$ cat config.mk
export PLATFORM = sky130hd
export DESIGN_NAME = line_follow_junction_counter
export DESIGN_NICKNAME = d
export VERILOG_FILES = /design/src/rtl/ljc_pkg.sv /design/src/rtl/ljc_cfg_regs.sv /design/src/rtl/ljc_speed.sv /design/src/rtl/ljc_step.sv /design/src/rtl/line_follow_junction_counter.sv
export SDC_FILE = /design/constraint.sdc
export NUM_CORES = 1
export LEC_CHECK = 0
export ABC_AREA = 1
export BUFFER_PORTS_ARGS = -buffer_cell sky130_fd_sc_hd__buf_2
export CORE_MARGIN = 10
export CORE_UTILIZATION = 46
export DETAILED_ROUTE_END_ITERATION = 10
export GPL_TIMING_DRIVEN = 0
export PLACE_DENSITY = 0.66
export RECOVER_POWER = 50
export SLEW_MARGIN = 20
export SYNTH_ARGS = -nofsm -noshare
export SYNTH_HDL_FRONTEND = slang
export SYNTH_HIERARCHICAL = 1
export SYNTH_SLANG_ARGS = --single-unit
$ cat constraint.sdc
create_clock -name clk -period 6.6 [get_ports clk]
set_clock_uncertainty 0.2 [all_clocks]
set_input_delay 0.66 -clock clk [delete_from_list [all_inputs] [get_ports clk]]
set_output_delay 0.66 -clock clk [all_outputs]
set_load 0.005 [all_outputs]
$ cat src/rtl/ljc_pkg.sv
// ----------------------------------------------------------------------------
// ljc_pkg: shared types and constants for the line follower junction counter
// Word layouts, motion codes, register indexes and register reset values.
// ----------------------------------------------------------------------------
package ljc_pkg;

  // default width of the marker counter
  localparam int COUNT_BITS_DEF = 4;

  // configuration port
  localparam int CFG_IDX_W  = 3;
  localparam int CFG_DATA_W = 8;

  // register indexes
  localparam logic [CFG_IDX_W-1:0] REG_TARGET_COUNT = 3'd0;
  localparam logic [CFG_IDX_W-1:0] REG_START_SPEED  = 3'd1;
  localparam logic [CFG_IDX_W-1:0] REG_MIN_SPEED    = 3'd2;
  localparam logic [CFG_IDX_W-1:0] REG_DECEL_STEP   = 3'd3;
  localparam logic [CFG_IDX_W-1:0] REG_TURN_BOOST   = 3'd4;
  localparam logic [CFG_IDX_W-1:0] REG_MARKER_MODE  = 3'd5;

  // register reset values
  localparam logic [3:0] TARGET_COUNT_RST = 4'd5;
  localparam logic [7:0] START_SPEED_RST  = 8'd60;
  localparam logic [7:0] MIN_SPEED_RST    = 8'd35;
  localparam logic [5:0] DECEL_STEP_RST   = 6'd5;
  localparam logic [5:0] TURN_BOOST_RST   = 6'd10;
  localparam logic       MARKER_MODE_RST  = 1'b0;

  // motion codes
  localparam logic [2:0] MOT_STOP  = 3'd0;
  localparam logic [2:0] MOT_ADV   = 3'd1;
  localparam logic [2:0] MOT_RIGHT = 3'd2;
  localparam logic [2:0] MOT_LEFT  = 3'd3;
  localparam logic [2:0] MOT_KEEP  = 3'd4;

  // input word
  typedef struct packed {
    logic sense_left;
    logic sense_mid;
    logic sense_right;
    logic run_start;
    logic estop;
  } ljc_in_t;

  // output word
  typedef struct packed {
    logic [2:0] motion;
    logic [7:0] drive_speed;
    logic [3:0] crossed;
    logic       run_done;
    logic       run_aborted;
  } ljc_out_t;

  // configuration register file contents
  typedef struct packed {
    logic [3:0] target_count;
    logic [7:0] start_speed;
    logic [7:0] min_speed;
    logic [5:0] decel_step;
    logic [5:0] turn_boost;
    logic       marker_mode;
  } ljc_cfg_t;

endpackage

$ cat src/rtl/ljc_cfg_regs.sv
// ----------------------------------------------------------------------------
// ljc_cfg_regs: configuration register file
// Write-only registers loaded from the plain write port.
// ----------------------------------------------------------------------------
module ljc_cfg_regs
  import ljc_pkg::*;
(
  input  logic                  clk,
  input  logic                  rst,
  input  logic                  cfg_we,
  input  logic [CFG_IDX_W-1:0]  cfg_index,
  input  logic [CFG_DATA_W-1:0] cfg_data,
  output ljc_cfg_t              cfg
);

  // register writes; unknown indexes are dropped
  always_ff @(posedge clk) begin
    if (rst) begin
      cfg.target_count <= TARGET_COUNT_RST;
      cfg.start_speed  <= START_SPEED_RST;
      cfg.min_speed    <= MIN_SPEED_RST;
      cfg.decel_step   <= DECEL_STEP_RST;
      cfg.turn_boost   <= TURN_BOOST_RST;
      cfg.marker_mode  <= MARKER_MODE_RST;
    end else if (cfg_we) begin
      case (cfg_index)
        REG_TARGET_COUNT: cfg.target_count <= cfg_data[3:0];
        REG_START_SPEED:  cfg.start_speed  <= cfg_data[7:0];
        REG_MIN_SPEED:    cfg.min_speed    <= cfg_data[7:0];
        REG_DECEL_STEP:   cfg.decel_step   <= cfg_data[5:0];
        REG_TURN_BOOST:   cfg.turn_boost   <= cfg_data[5:0];
        REG_MARKER_MODE:  cfg.marker_mode  <= cfg_data[0];
        default: begin
        end
      endcase
    end
  end

endmodule

$ cat src/rtl/ljc_speed.sv
// ----------------------------------------------------------------------------
// ljc_speed: drive speed from the marker count
// start_speed minus count times decel_step, floored at min_speed, plus a
// saturated turn speed.
// ----------------------------------------------------------------------------
module ljc_speed
  import ljc_pkg::*;
#(
  parameter int COUNT_BITS = COUNT_BITS_DEF
) (
  input  logic [COUNT_BITS-1:0] cnt,
  input  ljc_cfg_t              cfg,
  output logic [7:0]            speed,
  output logic [7:0]            boosted
);

  localparam int DW = COUNT_BITS + 6;
  localparam int MW = COUNT_BITS + 8;

  logic [DW-1:0] dec;
  logic          dec_ge;
  logic [7:0]    raw;
  logic [8:0]    sum;

  // deceleration and floor
  always_comb begin
    dec    = DW'(cnt) * DW'(cfg.decel_step);
    dec_ge = MW'(dec) >= MW'(cfg.start_speed);
    // dec is below start_speed here, so its low byte is exact
    raw    = dec_ge ? 8'd0 : (cfg.start_speed - dec[7:0]);
    speed  = (raw < cfg.min_speed) ? cfg.min_speed : raw;
  end

  // turn boost, saturating
  always_comb begin
    sum     = {1'b0, speed} + {3'b000, cfg.turn_boost};
    boosted = sum[8] ? 8'hFF : sum[7:0];
  end

endmodule

$ cat src/rtl/ljc_step.sv
// ----------------------------------------------------------------------------
// ljc_step: run state and per-word decode
// Holds the marker count, on-marker flag and running flag, decodes one sensor
// word into a result and updates the state when the word moves on.
// ----------------------------------------------------------------------------
module ljc_step
  import ljc_pkg::*;
#(
  parameter int COUNT_BITS = COUNT_BITS_DEF
) (
  input  logic     clk,
  input  logic     rst,
  input  logic     adv,
  input  ljc_in_t  item,
  input  ljc_cfg_t cfg,
  output ljc_out_t result
);

  localparam int CW = COUNT_BITS + 4;

  logic [COUNT_BITS-1:0] cnt;
  logic                  on_marker;
  logic                  running;

  logic [COUNT_BITS-1:0] cnt_next;
  logic                  on_marker_next;
  logic                  running_next;

  logic [COUNT_BITS-1:0] cnt0;
  logic [COUNT_BITS-1:0] cnt_inc;
  logic                  om0;
  logic                  run0;
  logic                  marker;
  logic                  gap;
  logic [7:0]            speed;
  logic [7:0]            boosted;
  logic [CW-1:0]         cnt_wide;

  ljc_speed #(
    .COUNT_BITS (COUNT_BITS)
  ) u_speed (
    .cnt     (cnt0),
    .cfg     (cfg),
    .speed   (speed),
    .boosted (boosted)
  );

  // decode and next state
  always_comb begin
    cnt0    = item.run_start ? '0 : cnt;
    om0     = item.run_start | on_marker;
    run0    = item.run_start | running;
    cnt_inc = cnt0 + COUNT_BITS'(1);
    marker  = cfg.marker_mode ? (item.sense_mid & item.sense_right)
                              : (item.sense_left & item.sense_mid & item.sense_right);
    gap     = item.sense_left & ~item.sense_mid & item.sense_right;

    cnt_next           = cnt0;
    on_marker_next     = om0;
    running_next       = run0;
    result.motion      = MOT_STOP;
    result.drive_speed = 8'd0;
    result.run_done    = 1'b0;
    result.run_aborted = 1'b0;

    if (!run0) begin
      // idle: stop, estop ignored
    end else if (CW'(cnt0) >= CW'(cfg.target_count)) begin
      // target already met
      running_next    = 1'b0;
      result.run_done = 1'b1;
    end else begin
      if (marker) begin
        result.motion      = MOT_ADV;
        result.drive_speed = speed;
        if (!om0) begin
          cnt_next       = cnt_inc;
          on_marker_next = 1'b1;
        end
      end else if (gap) begin
        result.motion = MOT_KEEP;
      end else begin
        on_marker_next = 1'b0;
        if (!item.sense_left && !item.sense_right) begin
          result.motion      = MOT_ADV;
          result.drive_speed = speed;
        end else if (item.sense_right) begin
          result.motion      = MOT_RIGHT;
          result.drive_speed = boosted;
        end else begin
          result.motion      = MOT_LEFT;
          result.drive_speed = boosted;
        end
      end

      if (marker && !om0 && (CW'(cnt_inc) >= CW'(cfg.target_count))) begin
        // target reached on this crossing, estop ignored
        running_next       = 1'b0;
        result.motion      = MOT_STOP;
        result.drive_speed = 8'd0;
        result.run_done    = 1'b1;
      end else if (item.estop) begin
        // abort; the count update still stands
        running_next       = 1'b0;
        result.motion      = MOT_STOP;
        result.drive_speed = 8'd0;
        result.run_aborted = 1'b1;
      end
    end

    cnt_wide       = {4'b0000, cnt_next};
    result.crossed = cnt_wide[3:0];
  end

  // run state
  always_ff @(posedge clk) begin
    if (rst) begin
      cnt       <= '0;
      on_marker <= 1'b1;
      running   <= 1'b0;
    end else if (adv) begin
      cnt       <= cnt_next;
      on_marker <= on_marker_next;
      running   <= running_next;
    end
  end

endmodule

$ cat src/rtl/line_follow_junction_counter.sv
// ----------------------------------------------------------------------------
// line_follow_junction_counter: three-sensor line follower with marker count
// Input register, combinational decode with registered state update, result register.
// ----------------------------------------------------------------------------
// Takes one sensor word per clock and returns one result word per input word,
// in order. An accepted word is held in the input register while the decode and
// counter update feed the result register, from which it appears at the output.
// The run state updates together with the result register load, so words may
// follow back to back with no bubbles; throughput is one word per clock while the
// output side keeps taking words. Configuration writes take effect on the next
// clock and should be made only while no words are in flight.
module line_follow_junction_counter
  import ljc_pkg::*;
#(
  parameter int COUNT_BITS = COUNT_BITS_DEF
) (
  input  logic                  clk,
  input  logic                  rst,
  input  logic                  in_valid,
  output logic                  in_ready,
  input  ljc_in_t               in_data,
  output logic                  out_valid,
  input  logic                  out_ready,
  output ljc_out_t              out_data,
  input  logic                  cfg_we,
  input  logic [CFG_IDX_W-1:0]  cfg_index,
  input  logic [CFG_DATA_W-1:0] cfg_data
);

  ljc_cfg_t cfg;
  ljc_in_t  s1_data;
  logic     s1_valid;
  logic     s2_ready;
  logic     adv;
  ljc_out_t result;

  ljc_cfg_regs u_cfg (
    .clk       (clk),
    .rst       (rst),
    .cfg_we    (cfg_we),
    .cfg_index (cfg_index),
    .cfg_data  (cfg_data),
    .cfg       (cfg)
  );

  // pipeline flow control
  assign s2_ready = ~out_valid | out_ready;
  assign in_ready = ~s1_valid | s2_ready;
  assign adv      = s1_valid & s2_ready;

  // input register
  always_ff @(posedge clk) begin
    if (rst) begin
      s1_valid <= 1'b0;
    end else if (in_ready) begin
      s1_valid <= in_valid;
    end
  end

  always_ff @(posedge clk) begin
    if (in_valid && in_ready) begin
      s1_data <= in_data;
    end
  end

  ljc_step #(
    .COUNT_BITS (COUNT_BITS)
  ) u_step (
    .clk    (clk),
    .rst    (rst),
    .adv    (adv),
    .item   (s1_data),
    .cfg    (cfg),
    .result (result)
  );

  // result register
  always_ff @(posedge clk) begin
    if (rst) begin
      out_valid <= 1'b0;
    end else if (s2_ready) begin
      out_valid <= s1_valid;
    end
  end

  always_ff @(posedge clk) begin
    if (adv) begin
      out_data <= result;
    end
  end

endmodule

==> results of run 1 <==
[synth_stat cells]
cell,n
nor3b_1,2
inv_1,124
or2_4,1
a21oi_1,35
a21boi_0,2
o21ai_4,1
o221ai_1,1
nand3_1,49
nand2_4,2
buf_4,2
nand3b_1,2
ha_1,50
nor2_4,3
o21ai_2,1
a211oi_1,1
nor2_1,75
nor3_1,1
and3_1,1
o21ai_0,11
inv_2,4
fa_1,10
a21oi_2,2
buf_1,2
nand3_4,3
and2_1,2
nand4_1,2
nor2_2,7
or2_1,1
xor2_1,6
inv_4,2
a21o_1,4
edfxtp_1,22
o21bai_1,2
xor2_2,1
nand2_1,191
clkbuf_1,1
dfxtp_1,41
nand3_2,3
nand2_2,7
nor3_2,1
xnor2_1,3
or2_2,2
buf_2,1
[what timing repair did]
item | in CTS | in global routing
pin swaps | 28 | 29
setup buffers | 23 | 12
hold buffers | 0 | 0
setup endpoints to repair | 8 | 8
resized for setup | 27 | 28
[report_power, final]
| group | total [W] | leakage (nW) | internal [W] | switching [W] |
|---|---|---|---|---|
| combinational | 0.000515 | 2.54 | 0.000225 | 0.000290 |
| sequential | 0.000436 | 0.545 | 0.000424 | 0.0000121 |
| clock | 0.000354 | 0.102 | 0.000210 | 0.000144 |
[per-stage QoR]
stage	std cells	setup TNS, ns	worst slack, ns	hold slack [ns]
finish	911	-2.99	-0.384	0.273
floorplan	684	0	0.00949	0.234
CTS	899	-1.42	-0.196	0.278
global route	911	-6.42	-0.815	0.277
global placement	859	-5.57	-0.707	0.254
detailed placement	860	-6.02	-0.773	0.262
[final timing paths]
check / from / end / cells past startpoint
max: s1_data[1] / out_data[10] / 39
min: s1_valid / out_valid / 2
max reg2reg: s1_data[1] / out_data[10] / 39
min reg2reg: s1_valid / out_valid / 2
[cell usage in the layout, fill, tap and decap left out, types with 19 or more instances in the layout]
cell type,Yosys,routed
nand2_2,7,19
nor2_1,75,72
dfxtp_1,41,41
edfxtp_1,22,22
ha_1,50,44
buf_4,2,36
nand3_1,49,48
nand2_1,191,176
a21oi_1,35,28
inv_1,124,114
buf_2,1,37
[flip-flops by register name (all words and copies together) (netlist names)]
signal / count
s1_data: 5
u_cfg/cfg: 33
u_step/running: 1
out_valid: 1
s1_valid: 1
out_data: 17
u_step/cnt: 4
u_step/on_marker: 1
[per-layer routing]
metal,GRT usage,wire length (um),vias up
met4,0.0464,123,2
li1,-,-,2298
met1,0.184,5140,2073
met3,0.0409,498,12
met5,0,7,-
met2,0.284,6050,59
[final cells by class]
| class | instances | area (um2) | area share |
|---|---|---|---|
| clock buffers | 11 | 131 | 0.0219 |
| multi-input cells | 485 | 3140 | 0.523 |
| inverters | 130 | 500 | 0.0835 |
| plain buffers | 6 | 37.5 | 0.00626 |
| repair buffers | 75 | 463 | 0.0772 |
| flip-flops and latches | 63 | 1480 | 0.247 |
| clock inverters | 5 | 72.6 | 0.0121 |
| well taps | 136 | 170 | 0.0284 |
[cells by family (layout without fill, tap and decap cells)]
group                      Yosys count  in the layout  share of synthesized area
AOI/OAI and AO/OA                   60             60                     0.0720
xor gates and xnor gates            10             10                     0.0196
adders and majority gates           60             60                      0.170
buffers and inverters              136            227                      0.108
DFF                                 63             63                      0.305
and+or+nand+nor                    355            355                      0.325
[worst max-delay path: cells and delay by family, from the launching register on]
family | cells | cell delay, ns
DFF | 1 | 0.46
adders and majority gates | 7 | 2.75
and+or+nand+nor | 17 | 1.52
buffers and inverters | 7 | 0.59
AOI/OAI and AO/OA | 8 | 1.20
==> flow_metrics.py, run 1 <==
metrics = {
    "run_status": {
        "status": "finished, violations left",
        "violations": "negative setup slack",
    },
    "routing": {
        "dr_total_vias": 4444,
        "drtPass1Iterations": 5,
        "drtIter0Drc": 212,
        "drtAntennaViolNets": 0,
        "drt-vias-per-instance": 4.88,
        "drc": 0,
        "wl_per_cell_um": 13.0,
        "drt_wl_total_um": 11800,
    },
    "synthesis": {
        "yosys.area.top_type": "dfxtp_1",
        "ys_seq_area_frac": 0.305,
        "syn-num-nets": 765,
        "synth_area_leaders": "dfxtp_1 17%, nand2_1 15%, edfxtp_1 14%",
        "ys_types": 43,
        "yosysTopAreaCellShare": 0.169,
        "syn_avg_cell_area_um2": 7.09,
        "syn_inst": 684,
        "synthesis.area_mm2": 0.00485,
        "synth-seq-cells": 63,
        "ys_warn_count": 6,
    },
    "critical_path": {
        "start_kind": "flop",
        "rrSetupSlack_ns": -0.38,
        "arrival_ns": 6.88,
        "cp.required_ns": 6.49,
        "crit_slowest_cell": "fa_1",
        "cp_common_cell": "nand2_1",
        "cp-end-kind": "flop",
        "crit_fanout": 7,
        "crit_type": "flop to flop",
        "critical-path-max-stage-delay_ns": 0.55,
    },
    "floorplanning": {
        "coreArea_mm2": 0.0103,
        "die-height_um": 123,
        "rows": 37,
        "start_util": 0.472,
        "dieWidth_um": 123,
        "fp.dieArea_mm2": 0.0150,
        "pin_count": 40,
    },
    "run": {
        "max_cap_viol_count": 0,
    },
    "sta": {
        "worst_slew_pin_slew_ns": 0.818,
        "min_period_ns": 6.98,
        "setup_viol": 8,
        "timing.slew.headroom": 0.455,
        "rsz0062_at_grt": "yes",
        "fin_crit_sh": 1.06,
        "finalMaxSlewViolations": 0,
        "worst_slack_ns": -0.384,
        "fmax_mhz": 143,
        "final_hold_viol_count": 0,
    },
    "finish": {
        "drive_gt1_frac": 0.235,
        "design_area_mm2": 0.00599,
        "num-fill-cells": 959,
        "syn_to_final_growth_pct": 23.6,
        "diodes": 0,
        "utilization": 0.583,
        "fin_nets": 851,
    },
    "global_route": {
        "track_usage": 0.160,
        "grt_max_degree": 15,
        "grt_pass1_vias": 4437,
        "grt_pass1_wl_um": 19700,
        "grt_antenna_before_repair": 1,
        "gr-total-overflow": 0,
    },
    "placement": {
        "numPortBuffers": 39,
        "hpwlAfterDp_um": 9010,
        "detailed_place.area_mm2": 0.00533,
        "finalWeightedCongestion": 0.871,
    },
    "pwr": {
        "power_leakage_nw": 3.19,
        "p_per_area_mw_per_mm2": 218,
        "power_w": 0.00131,
        "ir_worst_vdd_v": 0.000128,
    },
    "clocking": {
        "clkSlewWorstSetupHoldPaths_ns": 0.07,
        "h-tree-depth": 3,
        "numCtsBuffers": 9,
        "max-clock-path-buffers": 2,
        "clock-sinks": 63,
        "cts_tree": "yes",
        "clockRootBuffer": "clkbuf_8",
        "clk_latency_ns": 0.35,
    },
    "worst_hold_path": {
        "worstHoldPathType": "flop to flop",
    },
}
Note: power is estimated with default switching activity, not from simulation.
==> run 2: changes to the inputs <==
--- a/config.mk
+++ b/config.mk
@@ -9,10 +9,10 @@
 export BUFFER_PORTS_ARGS = -buffer_cell sky130_fd_sc_hd__buf_2
 export CORE_MARGIN = 10
 export CORE_UTILIZATION = 46
+export CTS_CLUSTER_SIZE = 16
 export DETAILED_ROUTE_END_ITERATION = 10
 export GPL_TIMING_DRIVEN = 0
 export PLACE_DENSITY = 0.66
-export RECOVER_POWER = 50
 export SLEW_MARGIN = 20
 export SYNTH_ARGS = -nofsm -noshare
 export SYNTH_HDL_FRONTEND = slang
==> flow_metrics.py, run 2 (synthesized netlist as in run 1, its figures left out) <==
metrics = {
    "routing": {
        "drt-vias-per-instance": 4.88,
        "wl_per_cell_um": 13.0,
        "dr_wl_met2_um": 6090,
        "drtIter0Drc": 232,
        "dr_total_vias": 4455,
        "wl_met3_um": 503,
        "drt_wl_total_um": 11800,
        "drtPass1Iterations": 4,
        "drc": 0,
        "met1_length_um": 5110,
        "drtAntennaViolNets": 0,
        "dr.max_layer_used": "met5",
    },
    "finish": {
        "utilization": 0.586,
        "regMostFlops": "u_cfg/cfg",
        "layout_common_cells": "176 x nand2_1, 114 x inv_1, 70 x nor2_1",
        "syn_to_final_growth_pct": 24.1,
        "drive_gt1_frac": 0.244,
        "layout_commonest_cell": "nand2_1",
        "fin_nets": 851,
        "largest_register_ffs": 33,
        "num-fill-cells": 953,
        "reg.largest.list": "u_cfg/cfg: 33 flops, out_data: 17 flops, s1_data: 5 flops",
        "final_cells": 912,
    },
    "floorplanning": {
        "rows": 37,
        "coreArea_mm2": 0.0103,
        "die-height_um": 123,
        "dieWidth_um": 123,
        "pin_count": 40,
        "fp.dieArea_mm2": 0.0150,
        "start_util": 0.472,
    },
    "pwr": {
        "p_per_area_mw_per_mm2": 217,
        "ir_worst_vdd_v": 0.000129,
        "power_w": 0.00131,
        "power_leakage_nw": 3.20,
    },
    "placement": {
        "numPortBuffers": 39,
        "placed_cells": 860,
        "finalWeightedCongestion": 0.871,
        "hpwlAfterDp_um": 9010,
        "pre_cts_slack_ns": -0.773,
    },
    "critical_path": {
        "crit_type": "flop to flop",
        "cp_common_cell": "nand2_1",
        "start_kind": "flop",
        "cp-end-kind": "flop",
        "critical-path-max-stage-delay_ns": 0.55,
        "cp.required_ns": 6.49,
        "crit_fanout": 7,
        "crit_slowest_cell": "fa_1",
        "arrival_ns": 6.87,
    },
    "sta": {
        "finalMaxSlewViolations": 0,
        "worst_slack_ns": -0.378,
        "worst_slew_pin_slew_ns": 0.514,
        "setup_viol": 8,
        "fin_crit_sh": 1.06,
        "rsz0062_at_grt": "yes",
        "timing.setup.tns_ns": -2.94,
        "timing.slew.headroom": 0.658,
        "fmax_mhz": 143,
        "final_hold_viol_count": 0,
        "min_period_ns": 6.98,
    },
    "clocking": {
        "max-clock-path-buffers": 2,
        "clock-sinks": 63,
        "clkSlewWorstSetupHoldPaths_ns": 0.07,
        "clockRootBuffer": "clkbuf_8",
        "h-tree-depth": 3,
        "clk_latency_ns": 0.34,
        "cts_hold_buf": 0,
        "cts_tree": "yes",
        "numCtsBuffers": 9,
    },
    "global_route": {
        "gr-total-overflow": 0,
        "grt_antenna_before_repair": 2,
        "grt_pass1_wl_um": 19700,
        "grt_max_degree": 15,
        "track_usage": 0.160,
        "grt_pass1_vias": 4437,
    },
    "run_status": {
        "violations": "negative setup slack",
        "status": "finished, violations left",
    },
    "worst_hold_path": {
        "worstHoldPathType": "flop to flop",
    },
    "run": {
        "max_cap_viol_count": 0,
    },
}
-- run 2: final timing paths --
| kind | startpoint | endpoint | slack [ns] | cells after the start |
|---|---|---|---|---|
| max reg2reg | s1_data[1] | out_data[10] | -0.38 | 39 |
| max | s1_data[1] | out_data[10] | -0.38 | 39 |
| min | u_cfg/cfg[31] | u_cfg/cfg[31] | 0.28 | 2 |
| min reg2reg | u_cfg/cfg[31] | u_cfg/cfg[31] | 0.28 | 2 |
-- run 2: stage by stage --
stage	hold slack (ns)	cell area [um2]
2_1_floorplan	0.234	4950
3_3_place_gp	0.254	5310
3_5_place_dp	0.262	5330
4_1_cts	0.278	5840
5_1_grt	0.277	6020
6_report	0.278	6020
-- run 2: worst max-delay path, delay by kind of cell (launching register included) --
| kind | cells | cell delay [ns] |
|---|---|---|
| AO/OA/AOI/OAI | 8 | 1.19 |
| adder cells (fa/ha/maj) | 7 | 2.75 |
| buffers and inverters | 7 | 0.60 |
| flip-flops | 1 | 0.46 |
| AND/OR/NAND/NOR | 17 | 1.52 |
-- run 2: timing repair --
action | 4_1_cts | 5_1_grt
pin swaps | 28 | 29
endpoints found under the setup margin | 8 | 8
resized for setup | 27 | 28
hold endpoints to repair | 0 | 0
setup buffers | 23 | 12
-- run 2: report_power, final --
part | internal [W] | total (W) | switching (W)
Combinational | 0.000226 | 0.000516 | 0.000290
Sequential | 0.000424 | 0.000437 | 0.0000124
Clock | 0.000210 | 0.000353 | 0.000143
-- run 2: layer usage --
metal	up-vias	global-route usage
li1	2297	-
met1	2065	0.184
met2	77	0.284
met3	14	0.0409
met4	2	0.0464
met5	-	0
-- run 2: cell type report --
type	instances	area, um2	share of cell area
antenna	1	2.50	0.000416
buffer	6	37.5	0.00624
clock buffer	11	131	0.0218
clock inverter	5	72.6	0.0121
inverter	130	500	0.0831
multi-input combinational	485	3150	0.523
sequential	63	1480	0.246
tap	136	170	0.0283
timing repair buffer	75	473	0.0786
